**src/design/cpsc_pkg.sv**
```systemverilog
`default_nettype none

package cpsc_pkg;

    localparam int MAX_VERTICES = 16;
    localparam int CNT_W        = $clog2(MAX_VERTICES + 1);
    localparam int IDX_W        = $clog2(MAX_VERTICES);
    localparam int FRAC_BITS    = 16;
    localparam int DCNT_W       = $clog2(FRAC_BITS + 1);

    localparam logic OP_LOAD = 1'b0;
    localparam logic OP_CLIP = 1'b1;

    // Q2.16 parameter constants
    localparam logic signed [18:0] T_ZERO = 19'sd0;
    localparam logic signed [18:0] T_ONE  = 19'sd65536;
    localparam logic [17:0]        T_SAT  = 18'd131072;

    typedef logic signed [23:0] coord_t;
    typedef logic signed [24:0] diff_t;
    typedef logic signed [49:0] prod_t;
    typedef logic signed [43:0] tprod_t;

    typedef struct packed {
        coord_t x;
        coord_t y;
    } pt_t;

    typedef struct packed {
        logic   operation;
        coord_t start_x;
        coord_t start_y;
        coord_t end_x;
        coord_t end_y;
        logic   last_vertex;
    } in_t;

    typedef struct packed {
        logic   hit;
        coord_t clip_start_x;
        coord_t clip_start_y;
        coord_t clip_end_x;
        coord_t clip_end_y;
    } out_t;

    // base + round(p / 2^16), half up; the result stays between the endpoints
    function automatic coord_t scale_add(coord_t base, tprod_t p);
        tprod_t w;
        w = p + 44'sd32768;
        return base + coord_t'(w[39:16]);
    endfunction

endpackage

`default_nettype wire

```
**src/design/cpsc_div.sv**
```systemverilog
`default_nettype none

module cpsc_div (
    input  logic        clk,
    input  logic        rst_n,
    input  logic        start,
    input  logic [48:0] num,
    input  logic [48:0] den,
    output logic        done,
    output logic [17:0] quo
);

    logic                          busy_reg, busy_next;
    logic [cpsc_pkg::DCNT_W-1:0]   cnt_reg, cnt_next;
    logic [49:0]                   rem_reg, rem_next;
    logic [17:0]                   quo_reg, quo_next;
    logic [49:0]                   shifted;

    always_comb
    begin
        busy_next = busy_reg;
        cnt_next  = cnt_reg;
        rem_next  = rem_reg;
        quo_next  = quo_reg;
        shifted   = {rem_reg[48:0], 1'b0};
        if (start)
        begin
            busy_next = 1'b1;
            if ({1'b0, num} >= {den, 1'b0})
            begin
                // saturate at 2.0
                quo_next = cpsc_pkg::T_SAT;
                rem_next = '0;
                cnt_next = '0;
            end
            else if (num >= den)
            begin
                quo_next = 18'd1;
                rem_next = {1'b0, num - den};
                cnt_next = cpsc_pkg::DCNT_W'(cpsc_pkg::FRAC_BITS);
            end
            else
            begin
                quo_next = 18'd0;
                rem_next = {1'b0, num};
                cnt_next = cpsc_pkg::DCNT_W'(cpsc_pkg::FRAC_BITS);
            end
        end
        else if (busy_reg)
        begin
            if (cnt_reg == '0)
            begin
                busy_next = 1'b0;
            end
            else
            begin
                // one restoring step per cycle
                cnt_next = cnt_reg - 1'b1;
                if (shifted >= {1'b0, den})
                begin
                    rem_next = shifted - {1'b0, den};
                    quo_next = {quo_reg[16:0], 1'b1};
                end
                else
                begin
                    rem_next = shifted;
                    quo_next = {quo_reg[16:0], 1'b0};
                end
            end
        end
    end

    always_ff @(posedge clk or negedge rst_n)
    begin
        if (!rst_n)
        begin
            busy_reg <= 1'b0;
            cnt_reg  <= '0;
        end
        else
        begin
            busy_reg <= busy_next;
            cnt_reg  <= cnt_next;
        end
    end

    always_ff @(posedge clk)
    begin
        rem_reg <= rem_next;
        quo_reg <= quo_next;
    end

    assign done = busy_reg && (cnt_reg == '0);
    assign quo  = quo_reg;

endmodule

`default_nettype wire

```
**config.mk**
```make
export PLATFORM = sky130hd
export DESIGN_NAME = cpsc_div
export DESIGN_NICKNAME = d
export VERILOG_FILES = /design/src/design/cpsc_pkg.sv /design/src/design/cpsc_div.sv
export SDC_FILE = /design/constraint.sdc
export NUM_CORES = 1
export LEC_CHECK = 0
export BUFFER_PORTS_ARGS = -buffer_cell sky130_fd_sc_hd__buf_2
export CAP_MARGIN = 20
export CORE_MARGIN = 2
export CORE_UTILIZATION = 60
export DETAILED_ROUTE_END_ITERATION = 7
export MAX_ROUTING_LAYER = met4
export PLACE_DENSITY = 0.82
export SLEW_MARGIN = 20
export SYNTH_ARGS = -nofsm -noshare
export SYNTH_HDL_FRONTEND = slang
export SYNTH_SLANG_ARGS = --single-unit
export TNS_END_PERCENT = 20
```
**constraint.sdc**
```tcl
create_clock -name clk -period 4.9 [get_ports clk]
set_clock_uncertainty 0.2 [all_clocks]
set_input_delay 0.245 -clock clk [delete_from_list [all_inputs] [get_ports clk]]
set_output_delay 0.245 -clock clk [all_outputs]
set_load 0.01 [all_outputs]
```
After elaboration in Yosys (flattened, before gate mapping):

Index checks and enable logic that the tools add are counted.

* bits in registers: 73
* bits in latches: 0
* RAM bits: 0
* ROM bits: 0
* input bits: 101
* output and inout bits: 19
* memories kept: 0

* add/subtract/negate cells: 3
* multipliers: 0
* div/mod/pow operators: 0
* magnitude comparators: 3
* equal/unequal tests: 1
* shift-type cells: 0
* muxes and demuxes: 19
* bitwise operators: 0
* reduce and logical (&&, ||, !) cells: 4

Operators by type and width (number)
* 49-bit two-way mux: 6
* 49-bit subtractor: 2
* 18-bit two-way mux: 4
* 49-bit by 50-bit greater-or-equal comparator with 1-bit output: 1
* 50-bit by 49-bit greater-or-equal comparator with 1-bit output: 1
* 49-bit greater-or-equal comparator: 1
* 5-bit two-way mux: 4
* 5-bit logical NOT: 1
* 1-bit two-way mux: 5
* 5-bit by 1-bit subtractor with 5-bit output, second input constant: 1
* 2-bit != test, second input constant: 1
* 2-bit AND reduction: 1
* 2-bit nonzero test: 1
* 1-bit logical AND: 1

Depth between registers and ports, before layout:

* word-level depth: 5
* gate-level depth with buffers: 15

Least setup slack after synthesis:

OpenSTA, ideal clock, no wires.

* path type: register to register
* start: reg rem_reg[19]
* end: reg rem_reg[43] (data pin)
* arrival time: 2.839 ns
* setup slack: 1.590 ns
* cell stages (with the launch flop): 13
* clock period less this slack: 3.310 ns
* cells stage by stage: edfxtp_1 -> ha_1 -> clkbuf_1 -> nand4_1 -> nor4_1 -> nand2_1 -> a31oi_1 -> nor3_1 -> o31ai_1 -> a41oi_1 -> xnor2_1 -> a222oi_1 -> o21ai_0

* word-level cells in the longest chain between the ends: 5

Ends and longest elaborated chain
* start, declared: RTL line cpsc_div.sv:15 `logic [49:0] rem_reg, rem_next;`
* start signal, assigned: RTL line cpsc_div.sv:89 `rem_reg <= rem_next;`
* 49-bit subtractor / 50-bit by 49-bit greater-or-equal comparator with 1-bit output (equally long branches): RTL line cpsc_div.sv:61, cpsc_div.sv:59
* 49-bit two-way mux *: RTL line cpsc_div.sv:59 `if (shifted >= {1'b0, den})`
* 49-bit two-way mux *: RTL line cpsc_div.sv:51 `if (cnt_reg == '0)`
* 49-bit two-way mux *: RTL line cpsc_div.sv:49 `else if (busy_reg)`
* 49-bit two-way mux *: RTL line cpsc_div.sv:26 `if (start)`
* named net rem_next[43]: RTL line cpsc_div.sv:15

The timed path passes the listed nets; every way through them passes the cells marked *. The select of a mux whose other input is x is not followed.
A chain may end at the register's enable or synchronous reset.

Final worst setup path:

* start: in den[1]
* end: reg rem_reg[42] (data pin)

* word-level cells in the longest chain between the ends: 5

Ends and longest elaborated chain
* start, declared: RTL line cpsc_div.sv:8 `input logic [48:0] den,`
* 49-bit subtractor / 50-bit by 49-bit greater-or-equal comparator with 1-bit output (equally long branches): RTL line cpsc_div.sv:61, cpsc_div.sv:59
* 49-bit two-way mux: RTL line cpsc_div.sv:59
* 49-bit two-way mux: RTL line cpsc_div.sv:51
* 49-bit two-way mux: RTL line cpsc_div.sv:49
* 49-bit two-way mux *: RTL line cpsc_div.sv:26
* named net rem_next[42]: RTL line cpsc_div.sv:15

Marked as above.

==> impl_metrics.json <==
{
  "status": "complete, no violations",
  "grt_util_all_layers_pct": 36.3,
  "cp_slowest_cell": "o21ai_0",
  "synth_area_leader_cell": "edfxtp_1",
  "fin_util_pct": 67.1,
  "io_buffers": 119,
  "final_area_sq_um": 11600,
  "rsz0062_at_grt": "no",
  "postSynthAreaPerCell_sq_um": 7.91,
  "yosys_register_bits": 73,
  "synthesis.nets": 1585,
  "gp_congestion": 1.09,
  "worstHoldPathType": "input port to asynchronous set/reset pin",
  "cts_buffers": 9,
  "syn_inst": 1334,
  "seq_area_frac_synth_pct": 20.5,
  "clock.fmax_mhz": 239,
  "post-cts-setup-buffers": 0,
  "post-route-period-util_pct": 85.5,
  "wirelength_um": 33400,
  "core_sq_um": 17200,
  "synth_edf_count": 67,
  "pre_cts_slack_ns": 0.503,
  "avgRoutedWirePerCell_um": 20.3,
  "n_antenna_cell": 0,
  "final_common_cell": "a21oi_1",
  "synth.area.top_cells": "edfxtp_1 19%, ha_1 18%, a21oi_1 8.0%",
  "cts_sinks": 73,
  "dieWidth_um": 137,
  "worst-setup-path-type": "input port to flop",
  "crit_required_ns": 4.78,
  "tightest_slew_ns": 0.989,
  "fin_setup_tns_ns": 0,
  "cts_buffer_depth": 2,
  "drv_cap": 0,
  "leakagePower_nw": 5.26,
  "vias_per_cell": 6.68,
  "slowest_delay_ns": 0.76,
  "drtAntennaViolNets": 0,
  "startpoint_type": "input port",
  "drive_above_1_share_pct": 11.8,
  "cts_max_level": 3,
  "crit_top_cell": "o21ai_0",
  "synth_cell_type_count": 70,
  "cp-startpoint": "den[1]",
  "area_growth_pct": 9.61,
  "arrival_ns": 4.07,
  "drv_slew": 0,
  "clock_latency_ns": 0.36,
  "antenna_found_initial": 0,
  "fin_crit_ns": 4.19,
  "vdd_drop_max_mv": 0.278,
  "dpl-instance-area_sq_um": 11300,
  "maxSlewHeadroom_pct": 34.1,
  "power_density_nw_per_um2": 502,
  "fin_nets": 1664,
  "yosysTopAreaCellShare_pct": 19.1,
  "tritoncts": "yes",
  "hold_viol_final": 0,
  "die_h_um": 137,
  "fin_ws_ns": 0.709,
  "syn_area_sq_um": 10600,
  "drt_iter0_markers": 1350,
  "place_hpwl_um": 26100,
  "dieArea_sq_um": 18700,
  "grt_overflow_total": 0,
  "setup-violations-final": 0,
  "start_util_pct": 61.2,
  "crit_chain": "buf_2 -> inv_1 -> ha_1 -> nor2b_1 -> o31a_1 -> o21ai_1 -> o21ai_0 -> nand4_1 -> o211ai_2 -> a41o_1 -> nor2_2 -> a222oi_1 -> o21ai_0",
  "cp-end-kind": "flop",
  "critPathMaxFanout": 13,
  "io_pins": 120,
  "largest_register_ffs": 49,
  "grt_pass1_wl_um": 51800,
  "hold-worst-slack_ns": 0.0427,
  "final_cell_mix": "168 x a21oi_1, 148 x ha_1, 119 x buf_2",
  "cts-root-buf": "clkbuf_16",
  "grt_start_max_net_pins": 69,
  "post-route-drc-count": 0,
  "grt_pass1_vias": 10000,
  "async_flop_share_pct": 8.22,
  "dr.pass1.iters": 8,
  "r2r_start": "rem_reg[8]$_DFFE_PP_",
  "row_count": 48,
  "vias": 11000,
  "yosysWarnings": 0,
  "ys.flop_type": "edfxtp_1",
  "clkTransAtPathRegs_ns": 0.07
}
## where the power goes
group | switching, mW | internal (mW)
sequential | 0.178 | 1.12
clock | 0.321 | 0.404
combinational | 2.26 | 1.52
## layer usage
layer | GRT usage [%] | routed length, um
met5 | - | 0
met4 | 14.1 | 1300
met3 | 7.00 | 3680
met2 | 54.9 | 14600
met1 | 48.0 | 13900
## per-stage QoR
step                cells  power [mW]
finish               1643        5.81
global route         1643        6.17
CTS                  1643        5.69
detailed placement   1626        4.95
global placement     1626        4.87
floorplan            1334        4.10
## kinds of logic after synthesis
logic type	share of synthesized area [%]
AO/OA/AOI/OAI	28.3
XOR/XNOR	7.22
adder cells (fa/ha/maj)	17.9
buffers and inverters	5.58
flip-flops	20.5
multiplexers	3.52
AND/OR/NAND/NOR	17.0
## worst max-delay path: cells and delay by family
family / cells / cell delay [ns]
AO/OA/AOI/OAI: 7 / 2.52
adder cells (fa/ha/maj): 1 / 0.31
buffers and inverters: 2 / 0.25
AND/OR/NAND/NOR: 3 / 0.73
## Yosys cell counts (21+ instances only)
cell type and n:
a21o_1 50, a21oi_1 168, clkbuf_1 44, edfxtp_1 67, ha_1 148, inv_1 86
mux2i_1 36, nand2_1 98, nand3_1 21, nand4_1 45, nor2_1 85, nor2b_1 27
o21ai_0 84, o21bai_1 23, o22ai_1 30, xnor2_1 62, xor2_1 25
## area by class of cell
cell class / instances / area (sq um)
tap: 225 / 282
fill: 1464 / 5670
clock inverter: 7 / 82.6
timing repair buffer: 129 / 673
multi-input combinational: 1114 / 7820
clock buffer: 9 / 225
inverter: 86 / 323
sequential: 73 / 2160
## path summary, 6_finish.rpt
check / depth (start not counted) / slack, ns / to
min in group clk: 3 / 0.07 / rem_reg[43]$_DFFE_PP_
max in group asynchronous: 2 / 4.31 / cnt_reg[2]$_DFFE_PN0P_
max: 13 / 0.71 / rem_reg[42]$_DFFE_PP_
max reg2reg: 11 / 0.92 / rem_reg[41]$_DFFE_PP_
min reg2reg: 1 / 0.37 / quo[17]$_DFFE_PP_
min: 2 / 0.04 / cnt_reg[4]$_DFFE_PN0P_
## repair_timing
| action | CTS | global route |
|---|---|---|
| endpoints found under the hold margin | 6 | 0 |
| hold buffers | 1 | 0 |
| gates resized for setup | 0 | 0 |
(Power assumes the default switching activity.)
