===== config.mk =====
export PLATFORM = sky130hd
export DESIGN_NAME = cpsc_cell
export DESIGN_NICKNAME = d
export VERILOG_FILES = /design/src/design/cpsc_pkg.sv /design/src/design/cpsc_cell.sv
export SDC_FILE = /design/constraint.sdc
export NUM_CORES = 1
export LEC_CHECK = 0
export BUFFER_PORTS_ARGS = -buffer_cell sky130_fd_sc_hd__buf_2
export CAP_MARGIN = 15
export CORE_ASPECT_RATIO = 1.1
export CORE_MARGIN = 2
export CORE_UTILIZATION = 35
export CTS_BUF_LIST = sky130_fd_sc_hd__clkbuf_8 sky130_fd_sc_hd__clkbuf_16
export CTS_CLUSTER_DIAMETER = 50
export CTS_CLUSTER_SIZE = 20
export DETAILED_ROUTE_END_ITERATION = 16
export GPL_TIMING_DRIVEN = 0
export PLACE_DENSITY = 0.67
export SYNTH_ARGS = -nofsm -noshare
export SYNTH_HDL_FRONTEND = slang
export SYNTH_SLANG_ARGS = --single-unit

===== constraint.sdc =====
create_clock -name clk -period 5.05 [get_ports clk]
set_clock_uncertainty 0.15 [all_clocks]
set_input_delay 1.01 -clock clk [delete_from_list [all_inputs] [get_ports clk]]
set_output_delay 1.01 -clock clk [all_outputs]
set_load 0.01 [all_outputs]

===== src/design/cpsc_pkg.sv =====
`default_nettype none

package cpsc_pkg;

    localparam int MAX_VERTICES = 16;
    localparam int CNT_W        = $clog2(MAX_VERTICES + 1);
    localparam int IDX_W        = $clog2(MAX_VERTICES);
    localparam int FRAC_BITS    = 16;
    localparam int DCNT_W       = $clog2(FRAC_BITS + 1);

    localparam logic OP_LOAD = 1'b0;
    localparam logic OP_CLIP = 1'b1;

    // Q2.16 parameter constants
    localparam logic signed [18:0] T_ZERO = 19'sd0;
    localparam logic signed [18:0] T_ONE  = 19'sd65536;
    localparam logic [17:0]        T_SAT  = 18'd131072;

    typedef logic signed [23:0] coord_t;
    typedef logic signed [24:0] diff_t;
    typedef logic signed [49:0] prod_t;
    typedef logic signed [43:0] tprod_t;

    typedef struct packed {
        coord_t x;
        coord_t y;
    } pt_t;

    typedef struct packed {
        logic   operation;
        coord_t start_x;
        coord_t start_y;
        coord_t end_x;
        coord_t end_y;
        logic   last_vertex;
    } in_t;

    typedef struct packed {
        logic   hit;
        coord_t clip_start_x;
        coord_t clip_start_y;
        coord_t clip_end_x;
        coord_t clip_end_y;
    } out_t;

    // base + round(p / 2^16), half up; the result stays between the endpoints
    function automatic coord_t scale_add(coord_t base, tprod_t p);
        tprod_t w;
        w = p + 44'sd32768;
        return base + coord_t'(w[39:16]);
    endfunction

endpackage

`default_nettype wire


===== src/design/cpsc_cell.sv =====
`default_nettype none

module cpsc_cell (
    input  logic           clk,
    input  logic           load,
    input  cpsc_pkg::pt_t  load_pt,
    input  logic           shift,
    input  cpsc_pkg::pt_t  shift_pt,
    output cpsc_pkg::pt_t  pt
);

    cpsc_pkg::pt_t pt_reg;

    // load a new corner, or take the neighbor's corner when the ring rotates
    always_ff @(posedge clk)
    begin
        if (load)
        begin
            pt_reg <= load_pt;
        end
        else if (shift)
        begin
            pt_reg <= shift_pt;
        end
    end

    assign pt = pt_reg;

endmodule

`default_nettype wire


# Yosys cells after proc, flatten, opt, wreduce, memory -nomap -nowiden
# Index checks and enable logic that the tools add are counted.
[classes]
n_mux = 2
n_reduce_logical = 1
[op_table]
columns = ["cell", "count"]
rows = [
  ["two-way mux 48 bit", 2],
  ["nonzero test 2 bit", 1],
]
[totals]
regBits = 48
input_bits = 99
output_inout_bits = 48
word_cells = 5

# Depth between registers and ports, before layout
# Gate-level depths: netlist of the first run.
[logic_depth]
depth_word = 2
ltp_mapped = 3
mapped_depth_nobuf = 1

# Worst setup path before layout of the first run
# OpenSTA, ideal clock, no wires.
[synth_timing]
kind = "in2reg"
startpoint = "input port load"
endpoint = "register pt_reg (netlist bit pt[0]), enable pin"
setup_time_ns = 0.408
arrival_time_ns = 2.404
required_time_ns = 4.492
slack_ns = 2.088
path_stages = 3
n_path_buf = 2
path_cell_list = "buf_6 -> buf_6 -> or2_1"
[synth_via]
elab_chain_cells = 1
[synth_lines]
columns = ["element", "line", "rtl"]
rows = [
  ["start: declaration", "cpsc_cell.sv:5", "input logic load,"],
  ["nonzero test 2 bit (no line)", "--", ""],
  ["end signal: assignment", "cpsc_cell.sv:19", "pt_reg <= load_pt;"],
  ["end signal: assignment", "cpsc_cell.sv:23", "pt_reg <= shift_pt;"],
  ["end: declaration", "cpsc_cell.sv:12", "cpsc_pkg::pt_t pt_reg;"],
]
# No other way between the ends.
# A chain may end at the register's enable or synchronous reset.

# Worst setup path after layout of the first run
[layout_timing]
startpoint = "input port load"
endpoint = "register pt_reg (netlist bit pt[45]), enable pin"
# Same word-level chain as after synthesis.

==> flow_summary.html, run 1 <==
<table>
<tr><th>Metric</th><th>Value</th></tr>
<tr><th colspan="2">Run status</th></tr>
<tr><td>Outcome</td><td>completed</td></tr>
<tr><th colspan="2">Synthesis</th></tr>
<tr><td>Post-synth top area cell</td><td>sky130_fd_sc_hd__edfxtp_1</td></tr>
<tr><td>Post-synthesis cell type count</td><td>6</td></tr>
<tr><td>Area fraction in and, or, nand and nor cells after synthesis</td><td>0.303%</td></tr>
<tr><td>Total of flip-flops plus latches after synthesis</td><td>48</td></tr>
<tr><td>Post-Synthesis Net Count</td><td>201</td></tr>
<tr><td>Proportion of synthesized chip area in sequential cells</td><td>69.7%</td></tr>
<tr><td>Average instance area after synthesis</td><td>20.3 sq um</td></tr>
<tr><td>Commonest cells in the netlist</td><td>sky130_fd_sc_hd__edfxtp_1, sky130_fd_sc_hd__mux2_2, sky130_fd_sc_hd__mux2_4, sky130_fd_sc_hd__buf_4, sky130_fd_sc_hd__buf_6</td></tr>
<tr><td>Warning count from the yosys run</td><td>0</td></tr>
<tr><td>Largest family of logic cells by synthesized area</td><td>multiplexers</td></tr>
<tr><td>Area share of fa/ha/maj cells after synthesis</td><td>0%</td></tr>
<tr><td>Area fraction of the dominant cell type after synthesis</td><td>69.7%</td></tr>
<tr><td>Commonest register cell after synthesis</td><td>sky130_fd_sc_hd__edfxtp_1</td></tr>
<tr><td>Area contributors post-synth</td><td>sky130_fd_sc_hd__edfxtp_1, sky130_fd_sc_hd__mux2_2, sky130_fd_sc_hd__mux2_4, sky130_fd_sc_hd__buf_4, sky130_fd_sc_hd__buf_6</td></tr>
<tr><td>Complex-gate fraction of the synthesized area</td><td>0%</td></tr>
<tr><td>Post-synthesis async set-or-reset flop share</td><td>0%</td></tr>
<tr><td>Share of synthesized area spent on multiplexers</td><td>27.8%</td></tr>
<tr><td>Post-synth EDFFs</td><td>48</td></tr>
<tr><td>Synthesized instance count</td><td>102</td></tr>
<tr><td>Combined area of all synthesized cells</td><td>2070 sq um</td></tr>
<tr><td>Most common cell in the synthesized netlist</td><td>sky130_fd_sc_hd__edfxtp_1</td></tr>
<tr><td>Parity-gate share of the synthesized area counting xor and xnor cells</td><td>0%</td></tr>
<tr><th colspan="2">Setup path</th></tr>
<tr><td>Max stage delay cell, worst path</td><td>sky130_fd_sc_hd__or2_2</td></tr>
<tr><td>Startpoint types</td><td>input port</td></tr>
<tr><td>Most common cell on crit path</td><td>sky130_fd_sc_hd__buf_6</td></tr>
<tr><td>Required time of the critical path</td><td>4900 ps</td></tr>
<tr><td>Critical path arrival</td><td>2050 ps</td></tr>
<tr><td>Maximum fanout along the worst path</td><td>29</td></tr>
<tr><td>Worst setup path class</td><td>in -&gt; reg</td></tr>
<tr><td>Type of element capturing the critical path</td><td>flop</td></tr>
<tr><td>Ordered cell list for the critical path</td><td>buf_6 -&gt; buf_6 -&gt; or2_2 -&gt; buf_12</td></tr>
<tr><td>Worst stage delay on the critical path</td><td>440 ps</td></tr>
<tr><th colspan="2">Final layout</th></tr>
<tr><td>Antenna Cells</td><td>0</td></tr>
<tr><td>Net count reported at finish</td><td>354</td></tr>
<tr><td>Number of filler cells placed in the layout</td><td>513</td></tr>
<tr><td>Multi-input combinational cell area</td><td>581 sq um</td></tr>
<tr><td>Ratio of cells with drive above 1 in the final layout</td><td>81.3%</td></tr>
<tr><td>Layout overhead on the synthesized area</td><td>46.1%</td></tr>
<tr><td>Flip-flop count of the largest register, all copies and words added</td><td>48</td></tr>
<tr><td>Storage cell area</td><td>1440 sq um</td></tr>
<tr><th colspan="2">Clock tree</th></tr>
<tr><td>TritonCTS clock tree</td><td>done</td></tr>
<tr><td>Setup fix buffers added after clock tree synthesis</td><td>0</td></tr>
<tr><td>Resized Gates After CTS</td><td>0</td></tr>
<tr><td>Max H-tree Level</td><td>2</td></tr>
<tr><td>Number of clock sinks</td><td>48</td></tr>
<tr><td>Deepest clock path buffer count</td><td>2</td></tr>
<tr><td>Clk pin slew, worst setup/hold paths</td><td>90 ps</td></tr>
<tr><td>Number of CTS-inserted buffers</td><td>5</td></tr>
<tr><td>Hold bufs inserted after CTS</td><td>0</td></tr>
<tr><td>Buffer cell driving the clock tree root</td><td>sky130_fd_sc_hd__clkbuf_8</td></tr>
<tr><th colspan="2">Timing</th></tr>
<tr><td>Part of the cycle the worst path needs</td><td>43.5%</td></tr>
<tr><td>Final Slew Violations</td><td>0</td></tr>
<tr><td>Final hold violation count</td><td>0</td></tr>
<tr><td>Min setup slack post-route</td><td>2850 ps</td></tr>
<tr><td>Pin slew with the least headroom to its limit</td><td>481 ps</td></tr>
<tr><td>Max transition margin</td><td>67.9%</td></tr>
<tr><td>Final sum of negative setup slack</td><td>0 ps</td></tr>
<tr><td>Unrepaired setup endpoints after global routing</td><td>no</td></tr>
<tr><td>Upper clock frequency limit</td><td>455 MHz</td></tr>
<tr><td>Post-layout min period</td><td>2200 ps</td></tr>
<tr><td>Endpoints failing setup</td><td>0</td></tr>
<tr><th colspan="2">Floorplan</th></tr>
<tr><td>Initial standard-cell utilization of the core</td><td>36.1%</td></tr>
<tr><td>Number of primary I/O pins</td><td>147</td></tr>
<tr><td>DIE AREA</td><td>6540 sq um</td></tr>
<tr><td>Floorplan core area</td><td>5730 sq um</td></tr>
<tr><td>Die W</td><td>77.3 um</td></tr>
<tr><td>Floorplan die height</td><td>84.6 um</td></tr>
<tr><td>Placement Rows</td><td>29</td></tr>
<tr><th colspan="2">Hold path</th></tr>
<tr><td>Class of the tightest hold or removal check</td><td>in -&gt; reg</td></tr>
<tr><td>Worst hold path depth</td><td>2</td></tr>
<tr><td>Origin of the worst min-delay path</td><td>load_pt[28]</td></tr>
<tr><td>Worst hold path endpoint</td><td>pt[28]</td></tr>
<tr><th colspan="2">Pwr</th></tr>
<tr><td>Standby leakage power</td><td>1.38 nW</td></tr>
<tr><td>Areal power density over the cells</td><td>308 nW/um^2</td></tr>
<tr><td>Total design power</td><td>0.000932 W</td></tr>
<tr><td>Peak supply drop</td><td>0.000181 V</td></tr>
<tr><th colspan="2">Job</th></tr>
<tr><td>Max-Cap Viols</td><td>0</td></tr>
<tr><th colspan="2">Placed design</th></tr>
<tr><td>Pre-CTS setup slack</td><td>2520 ps</td></tr>
<tr><td>Final GP Congestion</td><td>0.721</td></tr>
<tr><td>Post-detail-place hpwl</td><td>3.57 mm</td></tr>
<tr><td>IO buf count</td><td>145</td></tr>
<tr><th colspan="2">GRT</th></tr>
<tr><td>Antenna violations before repair</td><td>0</td></tr>
<tr><td>Global-route congestion overflow total</td><td>0</td></tr>
<tr><td>Total global-route track usage</td><td>14.6%</td></tr>
<tr><td>Largest net degree at the start of global routing</td><td>30</td></tr>
<tr><td>Via count of the first global-routing pass</td><td>1560</td></tr>
<tr><td>Wire length of the first global-routing pass</td><td>7.33 mm</td></tr>
<tr><th colspan="2">Route</th></tr>
<tr><td>Post-detailed-route wirelength per cell</td><td>13.7 um</td></tr>
<tr><td>Remaining design rule violation count</td><td>0</td></tr>
<tr><td>Iteration-0 DRC Markers</td><td>24</td></tr>
<tr><td>Routed WL</td><td>4.56 mm</td></tr>
<tr><td>First-pass detailed-route iteration total</td><td>4</td></tr>
<tr><td>Routed vias/inst</td><td>4.33</td></tr>
<tr><td>Final antenna-violating net count</td><td>0</td></tr>
<tr><td>Detailed-route via count</td><td>1441</td></tr>
</table>
[placed cells by master, fill, tap and decap left out]
cell                         synthesis  final
sky130_fd_sc_hd__clkinvlp_4          0      1
sky130_fd_sc_hd__mux2_4              9      9
sky130_fd_sc_hd__edfxtp_1           48     48
sky130_fd_sc_hd__buf_12              0      1
sky130_fd_sc_hd__clkinv_2            0      1
sky130_fd_sc_hd__clkbuf_8            0      5
sky130_fd_sc_hd__buf_2               0    145
sky130_fd_sc_hd__bufinv_16           0      1
sky130_fd_sc_hd__or2_2               0      1
sky130_fd_sc_hd__buf_4               3      3
sky130_fd_sc_hd__buf_6               2      2
sky130_fd_sc_hd__mux2_2             39     39
[logic make-up after synthesis]
logic type,after synthesis
multiplexers,48
flip-flops,48
buffers and inverters,5
AND/OR/NAND/NOR,1
[area by class of cell]
| class | count | area share (%) |
|---|---|---|
| sequential | 48 | 47.7 |
| tap | 77 | 3.19 |
| timing repair buffer | 146 | 24.7 |
| multi-input combinational | 49 | 19.2 |
| clock inverter | 3 | 1.41 |
| clock buffer | 5 | 2.28 |
| buffer | 5 | 1.49 |
[how the worst max path moves through the flow]
stage	slack, ps	start	to	cells past startpoint
floorplan	2090	load	pt[0]	3
global placement	1620	load	pt[46]	3
detailed placement	2520	load	pt[32]	4
CTS	2840	load	pt[45]	4
global route	2760	load	pt[45]	4
finish	2850	load	pt[45]	4
[layer usage]
layer / global-route usage [%] / vias to the layer above / share of wire (%)
met1: 16.0 / 650 / 38
li1: - / 704 / -
met3: 5.27 / 6 / 8.7
met4: 5.84 / 0 / 1.6
met2: 25.6 / 81 / 52
met5: 0 / - / 0
[power by group]
part | internal (W) | switching [W]
clock | 0.000147 | 0.000127
sequential | 0.000488 | 0.00000911
combinational | 0.0000888 | 0.0000720
[worst max-delay path: cells and delay by family]
kind,cells,cell delay [ps]
and+or+nand+nor,1,440
buffers and inverters,3,570
[through the flow]
| stage | util (%) | cells | hold WS (ps) | area [sq um] |
|---|---|---|---|---|
| finish | 52.7 | 333 | 858 | 3020 |
| detailed placement | 50.7 | 325 | 1160 | 2910 |
| CTS | 52.7 | 333 | 843 | 3020 |
| global placement | 50.4 | 324 | 1160 | 2890 |
| floorplan | - | 102 | 1080 | 2070 |
| global route | 52.7 | 333 | 839 | 3020 |
(Power assumes the default switching activity.)
==> run 2, diff against run 1 <==
==> constraint.sdc (replaced) <==
create_clock -name clk -period 2.16 [get_ports clk]
set_clock_uncertainty 0.15 [all_clocks]
set_input_delay 0.432 -clock clk [delete_from_list [all_inputs] [get_ports clk]]
set_output_delay 0.432 -clock clk [all_outputs]
set_load 0.01 [all_outputs]
==> flow_summary.html, run 2 (synthesis results as in run 1) <==
<table>
<tr><th>Metric</th><th>Value</th></tr>
<tr><th colspan="2">Run status</th></tr>
<tr><td>Outcome</td><td>completed (unchanged)</td></tr>
<tr><th colspan="2">Timing</th></tr>
<tr><td>Pin slew with the least headroom to its limit</td><td>221 ps (was 481 ps)</td></tr>
<tr><td>Endpoints failing setup</td><td>0 (unchanged)</td></tr>
<tr><td>Unrepaired setup endpoints after global routing</td><td>no (unchanged)</td></tr>
<tr><td>Post-layout min period</td><td>1480 ps</td></tr>
<tr><td>Tightest hold margin</td><td>280 ps (was 858 ps)</td></tr>
<tr><td>Max transition margin</td><td>85.3% (was 67.9%)</td></tr>
<tr><td>Final hold violation count</td><td>0 (unchanged)</td></tr>
<tr><td>Upper clock frequency limit</td><td>676 MHz</td></tr>
<tr><td>Final Slew Violations</td><td>0 (unchanged)</td></tr>
<tr><td>Part of the cycle the worst path needs</td><td>68.5%</td></tr>
<tr><th colspan="2">GRT</th></tr>
<tr><td>Total global-route track usage</td><td>13.6% (was 14.6%)</td></tr>
<tr><td>Global-route congestion overflow total</td><td>0 (unchanged)</td></tr>
<tr><td>Wire length of the first global-routing pass</td><td>6.76 mm (was 7.33 mm)</td></tr>
<tr><td>Antenna violations before repair</td><td>0 (unchanged)</td></tr>
<tr><td>Via count of the first global-routing pass</td><td>1374 (was 1560)</td></tr>
<tr><td>Largest net degree at the start of global routing</td><td>49 (was 30)</td></tr>
<tr><th colspan="2">Hold path</th></tr>
<tr><td>Class of the tightest hold or removal check</td><td>in -&gt; reg (unchanged)</td></tr>
<tr><td>Worst hold path endpoint</td><td>pt[29] (was pt[28])</td></tr>
<tr><td>Origin of the worst min-delay path</td><td>load_pt[29] (was load_pt[28])</td></tr>
<tr><td>Worst hold path depth</td><td>2 (unchanged)</td></tr>
<tr><th colspan="2">Clock tree</th></tr>
<tr><td>Buffer cell driving the clock tree root</td><td>sky130_fd_sc_hd__clkbuf_8 (unchanged)</td></tr>
<tr><td>Resized Gates After CTS</td><td>0 (unchanged)</td></tr>
<tr><td>Setup fix buffers added after clock tree synthesis</td><td>0 (unchanged)</td></tr>
<tr><td>Deepest clock path buffer count</td><td>2 (unchanged)</td></tr>
<tr><td>Number of CTS-inserted buffers</td><td>5 (unchanged)</td></tr>
<tr><td>Clk pin slew, worst setup/hold paths</td><td>90 ps (about the same)</td></tr>
<tr><td>Hold bufs inserted after CTS</td><td>0 (unchanged)</td></tr>
<tr><td>Max H-tree Level</td><td>2 (unchanged)</td></tr>
<tr><td>Number of clock sinks</td><td>48 (unchanged)</td></tr>
<tr><td>TritonCTS clock tree</td><td>done (unchanged)</td></tr>
<tr><th colspan="2">Route</th></tr>
<tr><td>Iteration-0 DRC Markers</td><td>59 (was 24)</td></tr>
<tr><td>Final antenna-violating net count</td><td>0 (unchanged)</td></tr>
<tr><td>Remaining design rule violation count</td><td>0 (unchanged)</td></tr>
<tr><td>Detailed-route via count</td><td>1414 (was 1441)</td></tr>
<tr><td>First-pass detailed-route iteration total</td><td>3 (was 4)</td></tr>
<tr><td>Routed WL</td><td>4.51 mm (was 4.56 mm)</td></tr>
<tr><td>Post-detailed-route wirelength per cell</td><td>13.6 um (was 13.7 um)</td></tr>
<tr><td>Routed vias/inst</td><td>4.25 (was 4.33)</td></tr>
<tr><th colspan="2">Pwr</th></tr>
<tr><td>Net switching power figure</td><td>0.000474 W (was 0.000208 W)</td></tr>
<tr><td>Combinational share of power</td><td>18.3% (was 17.3%)</td></tr>
<tr><td>Sequential share of power</td><td>56.9% (was 53.4%)</td></tr>
<tr><td>Peak supply drop</td><td>0.000297 V (was 0.000181 V)</td></tr>
<tr><td>Standby leakage power</td><td>1.37 nW (was 1.38 nW)</td></tr>
<tr><td>Share of total power consumed by net switching</td><td>23.2% (was 22.3%)</td></tr>
<tr><td>Areal power density over the cells</td><td>683 nW/um^2 (was 308 nW/um^2)</td></tr>
<tr><td>Total design power</td><td>0.00204 W (was 0.000932 W)</td></tr>
<tr><td>Clk network pwr share</td><td>24.7% (was 29.4%)</td></tr>
<tr><td>Int Pwr</td><td>0.00157 W (was 0.000724 W)</td></tr>
<tr><th colspan="2">Final layout</th></tr>
<tr><td>Antenna Cells</td><td>0 (unchanged)</td></tr>
<tr><td>Layout overhead on the synthesized area</td><td>44.8% (was 46.1%)</td></tr>
<tr><td>Net count reported at finish</td><td>354 (unchanged)</td></tr>
<tr><td>Most common cell after layout, fill and taps aside</td><td>sky130_fd_sc_hd__buf_2 (unchanged)</td></tr>
<tr><td>Flip-flop count of the largest register, all copies and words added</td><td>48 (unchanged)</td></tr>
<tr><td>Commonest non-fill, non-tap cells in the layout</td><td>sky130_fd_sc_hd__buf_2, sky130_fd_sc_hd__edfxtp_1, sky130_fd_sc_hd__mux2_2 (unchanged)</td></tr>
<tr><td>Ratio of cells with drive above 1 in the final layout</td><td>80.5% (was 81.3%)</td></tr>
<tr><th colspan="2">Setup path</th></tr>
<tr><td>Maximum fanout along the worst path</td><td>41 (was 29)</td></tr>
<tr><td>Startpoint types</td><td>input port (unchanged)</td></tr>
<tr><td>Critical path arrival</td><td>1370 ps (was 2050 ps)</td></tr>
<tr><td>Type of element capturing the critical path</td><td>flop (unchanged)</td></tr>
<tr><td>Required time of the critical path</td><td>2050 ps (was 4900 ps)</td></tr>
<tr><td>Ordered cell list for the critical path</td><td>buf_6 -&gt; buf_6 -&gt; or2_2 -&gt; buf_12 (unchanged)</td></tr>
<tr><td>Worst setup path class</td><td>in -&gt; reg (unchanged)</td></tr>
<tr><td>Max stage delay cell, worst path</td><td>sky130_fd_sc_hd__or2_2 (unchanged)</td></tr>
<tr><td>Worst stage delay on the critical path</td><td>410 ps (was 440 ps)</td></tr>
<tr><td>Most common cell on crit path</td><td>sky130_fd_sc_hd__buf_6 (unchanged)</td></tr>
<tr><th colspan="2">Job</th></tr>
<tr><td>Max-Cap Viols</td><td>0 (unchanged)</td></tr>
<tr><th colspan="2">Floorplan</th></tr>
<tr><td>DIE AREA</td><td>6540 sq um (unchanged)</td></tr>
<tr><td>Number of primary I/O pins</td><td>147 (unchanged)</td></tr>
<tr><td>Floorplan core area</td><td>5730 sq um (unchanged)</td></tr>
<tr><td>Placement Rows</td><td>29 (unchanged)</td></tr>
<tr><td>Die W</td><td>77.3 um (unchanged)</td></tr>
<tr><td>Initial standard-cell utilization of the core</td><td>36.1% (unchanged)</td></tr>
<tr><td>Floorplan die height</td><td>84.6 um (unchanged)</td></tr>
<tr><th colspan="2">Placed design</th></tr>
<tr><td>Post-detail-place hpwl</td><td>3.45 mm (was 3.57 mm)</td></tr>
<tr><td>Final GP Congestion</td><td>0.697 (was 0.721)</td></tr>
<tr><td>IO buf count</td><td>145 (unchanged)</td></tr>
</table>
run 2: cell types whose count changed in the layout (fill, tap and decap cells not counted), sizes merged:
cell,delta
bufinv,-1
inv,+1
run 2: power groups by stage:
stage	sequential [W]	combinational, W	clock (W)
floorplan	0.00125	0.000115	0
global placement	0.00118	0.000374	0
detailed placement	0.00119	0.000376	0
CTS	0.00117	0.000377	0.000524
global route	0.00117	0.000407	0.000555
finish	0.00116	0.000375	0.000506
run 2: final cells by class:
cell class              instances  area, sq um
flip-flops and latches         48         1440
well taps                      77         96.3
plain buffers                   5         45.0
repair buffers                146          746
clock buffers                   5         68.8
fillers                       520         2740
clock inverters                 3         15.0
multi-input cells              49          581
run 2: per-layer routing:
layer  GRT usage, %  up-vias  share of wire (%)
li1               -      704                  -
met1           15.9      638                 38
met2           23.6       70                 53
met3           4.41        2                8.5
met4           4.38        0               0.53
met5              0        -                  0
run 2: worst max-delay path by stage:
stage,from,endpoint,slack (ps),depth (start not counted)
3_3_place_gp,load,pt[24],-30,3
5_1_grt,load,pt[16],650,4
4_1_cts,load,pt[11],250,3
6_report,load,pt[16],680,4
3_5_place_dp,load,pt[11],-60,3
2_1_floorplan,load,pt[0],250,3
run 2: metrics by stage:
step	setup WS (ps)	TNS, ps	instance area (sq um)	util [%]	std cells
global route	646	0	2990	52.2	333
detailed placement	-64.3	-2940	2890	50.4	324
floorplan	246	0	2070	-	102
finish	681	0	2990	52.2	333
CTS	253	0	2970	51.9	332
global placement	-32.0	-1420	2890	50.4	324
run 2: critical path, delay by kind of cell:
kind | cells | cell delay (ps)
and+or+nand+nor | 1 | 410
buffers and inverters | 3 | 510
